<file path="src/rtl/eaf_pkg.sv">
`timescale 1ns / 1ps
`default_nettype none

package eaf_pkg;

  localparam int CORDIC_STAGES = 24;
  localparam int FRAC_BITS     = 16;
  localparam int GUARD         = 24;

  localparam int IN_W    = 32;
  localparam int SUM_W   = IN_W + 1;
  localparam int CW      = 60;
  localparam int XM_W    = 58;
  localparam int ZW      = 50;
  localparam int MAG_W   = XM_W;
  localparam int RAD_W   = 33;
  localparam int ANG_W   = 25;
  localparam int GAIN_W  = 32;
  localparam int PROD_W  = 2 * GAIN_W;
  localparam int DEG_W   = 40;
  localparam int ANG_SHIFT = FRAC_BITS - 1;
  localparam int QW      = 26;

  // 1e12 = 2^12 * 5^12: drop the power of two, divide by 5^12
  localparam int DEG_POW2  = 12;
  localparam int PRE_SHIFT = ANG_SHIFT - DEG_POW2;
  localparam int DW        = ZW + PRE_SHIFT + 1;
  localparam int DH_LSB    = 27;
  localparam int RCP_SHIFT = 32;
  localparam int PRD_W     = DW - DH_LSB + RCP_SHIFT;
  localparam int RW        = 30;
  localparam int DIV_LAT   = 5;

  localparam logic [GAIN_W-1:0]   GAIN_Q32   = 32'h9B74EDA8;
  localparam logic signed [ZW-1:0] HALF_TURN = 50'sd180000000000000;
  localparam logic [DEG_W-1:0]    DEG_UNIT   = 40'd1000000000000;
  localparam logic [MAG_W:0]      ROUND_HALF = (MAG_W + 1)'(1) << GUARD;

  localparam logic [RW-1:0]        DIV_D     = RW'(DEG_UNIT >> DEG_POW2);
  localparam logic [DW-1:0]        ROUND_POS = DW'(DIV_D >> 1);
  localparam logic [DW-1:0]        ROUND_NEG = ROUND_POS + (DW'(1) << PRE_SHIFT);
  localparam logic [RCP_SHIFT-1:0] RECIP     =
    RCP_SHIFT'((64'd1 << (DH_LSB + RCP_SHIFT)) / 64'(DIV_D));

  typedef struct packed {
    logic                   zero;
    logic [MAG_W-1:0]       mag;
    logic signed [ZW-1:0]   ang;
  } vec_res_t;

  typedef struct packed {
    logic [RAD_W-1:0] major;
    logic [RAD_W-1:0] minor;
  } rad_t;

  typedef struct packed {
    logic                 circle;
    logic signed [ZW:0]   sum;
    rad_t                 rad;
  } div_in_t;

  typedef struct packed {
    logic            circle;
    logic            neg;
    logic [QW-1:0]   quo;
    rad_t            rad;
  } div_out_t;

  // atan(2^-i) in units of 1e-12 degree
  function automatic logic signed [ZW-1:0] atan_val(input int idx);
    logic signed [ZW-1:0] v;
    case (idx)
      0:  v = 50'sd45000000000000;
      1:  v = 50'sd26565051177078;
      2:  v = 50'sd14036243467926;
      3:  v = 50'sd7125016348902;
      4:  v = 50'sd3576334374997;
      5:  v = 50'sd1789910608246;
      6:  v = 50'sd895173710211;
      7:  v = 50'sd447614170861;
      8:  v = 50'sd223810500369;
      9:  v = 50'sd111905677066;
      10: v = 50'sd55952891894;
      11: v = 50'sd27976452617;
      12: v = 50'sd13988227142;
      13: v = 50'sd6994113675;
      14: v = 50'sd3497056851;
      15: v = 50'sd1748528427;
      16: v = 50'sd874264214;
      17: v = 50'sd437132107;
      18: v = 50'sd218566053;
      19: v = 50'sd109283027;
      20: v = 50'sd54641513;
      21: v = 50'sd27320757;
      22: v = 50'sd13660378;
      23: v = 50'sd6830189;
      24: v = 50'sd3415095;
      25: v = 50'sd1707547;
      26: v = 50'sd853774;
      27: v = 50'sd426887;
      28: v = 50'sd213443;
      29: v = 50'sd106722;
      30: v = 50'sd53361;
      31: v = 50'sd26680;
      32: v = 50'sd13340;
      33: v = 50'sd6670;
      34: v = 50'sd3335;
      35: v = 50'sd1668;
      36: v = 50'sd834;
      37: v = 50'sd417;
      38: v = 50'sd208;
      39: v = 50'sd104;
      default: v = '0;
    endcase
    return v;
  endfunction

  function automatic logic signed [CW-1:0] scale_in(input logic signed [SUM_W-1:0] a);
    return {{(CW - SUM_W - GUARD){a[SUM_W-1]}}, a, {GUARD{1'b0}}};
  endfunction

endpackage

`default_nettype wire

</file>
<file path="src/rtl/eaf_angle_div.sv">
`timescale 1ns / 1ps
`default_nettype none

module eaf_angle_div import eaf_pkg::*; (
  input  wire logic     clk,
  input  wire logic     rst,
  input  wire logic     advance,
  input  wire logic     in_valid,
  input  wire div_in_t  din,
  output logic          out_valid,
  output div_out_t      dout
);

  logic [DIV_LAT-1:0]   vld;
  logic [DIV_LAT-1:0]   neg;
  logic [DIV_LAT-1:0]   circ;
  rad_t                 rad [DIV_LAT];
  logic [ZW-1:0]        mag_bits;
  logic [DW-1:0]        dd;
  logic [PRD_W-1:0]     prod;
  logic [RW-1:0]        dlo1;
  logic [RW-1:0]        dlo2;
  logic [QW-1:0]        qe2;
  logic [QW-1:0]        qe3;
  logic [RW-1:0]        qd;
  logic [RW-1:0]        rem;
  logic [QW-1:0]        quo;

  // one's complement here, the missing +1 rides in ROUND_NEG
  assign mag_bits = din.sum[ZW] ? ~din.sum[ZW-1:0] : din.sum[ZW-1:0];

  always_ff @(posedge clk) begin
    if (rst) begin
      vld <= '0;
    end else if (advance) begin
      vld <= {vld[DIV_LAT-2:0], in_valid};
    end
  end

  always_ff @(posedge clk) begin
    if (advance) begin
      neg    <= {neg[DIV_LAT-2:0], din.sum[ZW]};
      circ   <= {circ[DIV_LAT-2:0], din.circle};
      rad[0] <= din.rad;
      for (int j = 1; j < DIV_LAT; j++) begin
        rad[j] <= rad[j-1];
      end
      dd   <= (DW'(mag_bits) << PRE_SHIFT) + (din.sum[ZW] ? ROUND_NEG : ROUND_POS);
      prod <= PRD_W'(dd[DW-1:DH_LSB]) * PRD_W'(RECIP);
      dlo1 <= dd[RW-1:0];
      // estimate is low by at most one
      qe2  <= prod[RCP_SHIFT +: QW];
      qd   <= RW'(prod[RCP_SHIFT +: QW]) * DIV_D;
      dlo2 <= dlo1;
      rem  <= dlo2 - qd;
      qe3  <= qe2;
      quo  <= qe3 + QW'(rem >= DIV_D);
    end
  end

  assign out_valid   = vld[DIV_LAT-1];
  assign dout.circle = circ[DIV_LAT-1];
  assign dout.neg    = neg[DIV_LAT-1];
  assign dout.quo    = quo;
  assign dout.rad    = rad[DIV_LAT-1];

endmodule

`default_nettype wire

</file>
<file path="config.mk">
export PLATFORM = sky130hd
export DESIGN_NAME = eaf_angle_div
export DESIGN_NICKNAME = d
export VERILOG_FILES = /design/src/rtl/eaf_pkg.sv /design/src/rtl/eaf_angle_div.sv
export SDC_FILE = /design/constraint.sdc
export NUM_CORES = 2
export LEC_CHECK = 0
export BUFFER_PORTS_ARGS = -buffer_cell sky130_fd_sc_hd__buf_2
export CORE_AREA = 2 2 422 257
export DETAILED_ROUTE_END_ITERATION = 6
export DIE_AREA = 0 0 424 259
export PLACE_DENSITY = 0.51
export SLEW_MARGIN = 15
export SYNTH_ARGS = -nofsm -noshare
export SYNTH_HDL_FRONTEND = slang
export SYNTH_SLANG_ARGS = --single-unit
export TNS_END_PERCENT = 20
</file>
<file path="constraint.sdc">
create_clock -name clk -period 16.8 [get_ports clk]
set_input_delay 3.36 -clock clk [delete_from_list [all_inputs] [get_ports clk]]
set_output_delay 3.36 -clock clk [all_outputs]
set_load 0.01 [all_outputs]
</file>
Yosys cells after proc, flatten, opt, wreduce, memory -nomap -nowiden:

Memory sizes are Yosys's and may differ from the RTL's.
Index checks and enable logic that the tools add are counted.

* bits in registers: 325
* bits in latches: 0
* bits in writable memories: 330
* ROM bits: 0
* output and inout bits: 95
* word-level logic and storage cells: 24
* memories kept: 1

* add/subtract/negate cells: 3
* multiply operators: 2
* divide/modulo/power cells: 0
* order comparisons: 1
* eq/ne operators: 0
* shift operators: 0
* multiplexer cells: 4
* bitwise gates (word level): 1
* reduce and logical (&&, ||, !) cells: 0

Memories
* rad: words 5, bits a word 66, rd ports 5, clocked after Yosys merged registers in 0, wr ports 5, RTL line eaf_angle_div.sv:17 `rad_t rad [DIV_LAT];`

Operators with widths (count)
* multiplier 27 x 32 -> 58 bit, second input constant: 1
* adder 53 x 27 -> 54 bit: 1
* two-way mux 50 bit: 1
* inverter 50 bit: 1
* greater-or-equal comparator 30 x 28 -> 1 bit, second input constant: 1
* multiplier 26 x 28 -> 30 bit, second input constant: 1
* subtractor 30 bit: 1
* adder 26 x 1 -> 26 bit: 1
* two-way mux 5 bit: 1
* two-way mux 1 bit: 2

Logic depth before layout (Yosys ltp):

* depth in word-level cells: 3
* gate-level depth with buffers: 25

Least setup slack after synthesis:

No wires, ideal clock.

* kind: in2reg
* from: input port din[116] (netlist name)
* to: register dd[51] (data pin)
* setup time: 258 ps
* data arrival time: 6522 ps
* required time: 16542 ps
* path slack: 10020 ps
* cell stages on the path: 15
* path buffers: 3
* cells stage by stage: buf_6 -> inv_2 -> clkbuf_1 -> clkbuf_1 -> ha_1 -> a21o_1 -> a31oi_1 -> o21bai_2 -> a221oi_2 -> o41ai_4 -> nand3_4 -> or4_4 -> o21a_1 -> o22ai_2 -> xnor2_1

* longest elaborated chain between the ends: 2
* elaborated cells on any way between the ends: 3

Ends and longest elaborated chain
* from (decl): RTL line eaf_angle_div.sv:9 `input wire div_in_t din,`
* two-way mux 50 bit or two-way mux 5 bit (tied branches): RTL line eaf_angle_div.sv:30, eaf_angle_div.sv:48
* adder 53 x 27 -> 54 bit (*): RTL line eaf_angle_div.sv:48 `dd <= (DW'(mag_bits) << PRE_SHIFT) + (din.sum[ZW] ? ROUND_NEG : ROUND_POS);`
* to (signal assigned): RTL line eaf_angle_div.sv:48
* to (decl): RTL line eaf_angle_div.sv:19 `logic [DW-1:0] dd;`

Every way passes the cells marked *; elsewhere a longest branch is shown, timed or not.
A chain may end at the register's enable or synchronous reset.

Worst setup path in the final report:

* from: register dd[33]
* to: register prod[56] (data pin)

* longest elaborated chain between the ends: 1

Ends and longest elaborated chain
* multiplier 27 x 32 -> 58 bit: RTL line eaf_angle_div.sv:49 `prod <= PRD_W'(dd[DW-1:DH_LSB]) * PRD_W'(RECIP);`
* to (signal assigned): RTL line eaf_angle_div.sv:49
* to (decl): RTL line eaf_angle_div.sv:20 `logic [PRD_W-1:0] prod;`

Every way passes these cells.

==> metrics <==
period utilisation layout a little under half; clk sinks 609; synthesized cell area between 0.03 and 0.04 mm^2; worst-skew pair later-pin latency around 660 ps; Mapped Cells about 3,100; CTS Root Cell clkbuf_16; Hold Buf Count CTS 0; post-synthesis cell type count a little over 80; PostCTS Resize Cnt 0; n_diodes 0; share of the synthesized area in the top cell type between 40% and 50%; Synth Warn # 0; sequential area share after synthesis a little under half; Chip Height between 200 and 300 um; syn nets roughly 4,000; # Post-CTS Setup Buffers 0; GP Congestion roughly 0.89; vias per inst roughly 4.7; Max H-tree Level 2; detailed-route wire length per cell between 15 and 20 um; required time of the critical path 17,200 ps; Post-Route WL about 89,000 um; vias post-DR 22,000; Synth Flop Type edfxtp_1; HPWL Detailed just over 70,000 um; RSZ-0062 raised after global routing false; status finished, final reports clean; first-pass GRT wire length approximately 140,000 um; largest net degree at the start of global routing 180; commonest cells after routing, fill and taps aside inv_1, edfxtp_1, ha_1; vias in the first global route 22,200; Max-slew headroom between 30% and 40%; Initial Utilization 37.6%; internal reg-to-reg setup slack roughly 9200 ps; Avg Cell Area, Syn 13.0 um^2; Slew @ Worst Pin around 1000 ps; Clock Tree Buf Depth 3; CP startpoint kind flop; full die area between 0.1 and 0.15 mm^2; TNS Setup 0 ps; Final Max Tran Viols 0; CP arrival ~8000 ps; Top cell by count, worst path fa_1; Clock transition at path regs 60 ps; Worst Hold Class flop to flop; CP Class flop to flop; Ports 217; DIE WIDTH ~420 um; Nets ~4,200; fraction of registers with async set/reset 0%; Crit Path Max Fanout 8; fmax around 130 MHz; commonest non-fill, non-tap cell in the layout inv_1; drt pass-1 iters 5; CTS buffer count 60; Port Buffers 216; minimum clock period between 7000 and 8000 ps; Critical Path End Type flop; area delta synth->final 10.7%; hold-critical path depth 0; Post-synth EDFFs slightly above 600; critical path's largest stage delay around 660 ps; Crit-path slowest cell fa_1; Worst Clk Skew around 53 ps; DRT iter0 DRCs ~1,600; initial antenna violation count 1; most area-consuming cells after synthesis edfxtp_1, fa_1, ha_1; post-route ant nets 0; share of post-route cells with drive strength above 1 between 10% and 20%; gr usage total between 15 and 20%; r2r worst-path depth 19; MaxCap Viol Count 0; core footprint about 0.11 mm^2; CP Cell Sequence fa_1, fa_1, fa_1, fa_1, fa_1, fa_1, inv_1, fa_1, inv_1, ha_1, nand3_1, a211o_1, o21ai_0, a31oi_1, o2111a_1, nor3_1, a211oi_1, o21bai_1, xor2_1; CTS tree done; FP Rows between 90 and 100; FF+latch count, synth a little over 600; total congestion overflow 0; final hold violation count 0; dominant cell type by area after synthesis edfxtp_1; DRC violations left 0; count of final setup violators 0
==> synthesized netlist by cell type (40+ instances only) <==
cell / number
nor3_1: 40
a21o_1: 40
buf_4: 69
xnor2_1: 131
a21oi_1: 101
ha_1: 457
edfxtp_1: 604
fa_1: 354
o21ai_0: 52
nor2_1: 105
xor2_1: 51
nand2_1: 72
inv_1: 623
==> layout make-up <==
type                       instances  area (um^2)
clock inverter                    40          374
timing repair buffer             231         1220
sequential                       609        18200
inverter                         624         2340
tap                             1425         1780
multi-input combinational       1728        18700
clock buffer                      69         1540
fill                           10000        62000
==> worst paths after layout <==
| path | start | endpoint |
|---|---|---|
| max reg2reg | dd[33]$_DFFE_PP_ | prod[56]$_DFFE_PP_ |
| min | rad[0][182]$_DFFE_PP_ | rad[0][248]$_DFFE_PP_ |
| max | dd[33]$_DFFE_PP_ | prod[56]$_DFFE_PP_ |
| min reg2reg | rad[0][182]$_DFFE_PP_ | rad[0][248]$_DFFE_PP_ |
==> per-stage QoR <==
stage | instance area [um^2] | cells | utilization, % | setup slack, ps | hold slack, ps
after floorplan | 39900 | 3064 | - | 10020 | 400
after global placement | 42300 | 4617 | 39.8 | 9290 | 400
after detailed placement | 42300 | 4617 | 39.8 | 9140 | 405
after CTS | 44200 | 4726 | 41.6 | 9190 | 357
after global routing | 44200 | 4726 | 41.6 | 8740 | 359
final | 44200 | 4726 | 41.6 | 9210 | 364
==> sequential cells by signal, indices dropped and copies added (netlist names) <==
register and count:
rad 330, dd 51, prod 29, rem 29, dlo2 27, qd 26
qe2 26, qe3 26, quo 26, dlo1 24, circ 5, neg 5
vld 5
==> metal layers <==
metal  track usage, %  vias up  wire length (um)
li1                 -    10700                 -
met1             27.4    10700             48000
met2             19.7      558             31100
met3             6.03       72              8590
met4             2.54        0              1110
met5                0        -                 0
==> kinds of logic after synthesis <==
logic type / count (synthesis) / synth area share, %
compound gates: 340 / 5.58
xor+xnor: 182 / 3.99
fa+ha+maj: 811 / 32.1
buf+inv: 727 / 7.52
flops: 609 / 45.7
mux: 12 / 0.301
simple gates: 383 / 4.82
==> worst max-delay path, delay by kind of cell, from the launching register on <==
kind / cells / cell delay, ps
adders and majority gates: 8 / 4010
AOI/OAI and AO/OA: 6 / 1940
and+or+nand+nor: 2 / 670
DFF: 1 / 560
buffers and inverters: 2 / 100
xor gates and xnor gates: 1 / 90
Power is not shown: default switching activity piles up to over one toggle a cycle in this logic, so the estimate is an artifact.
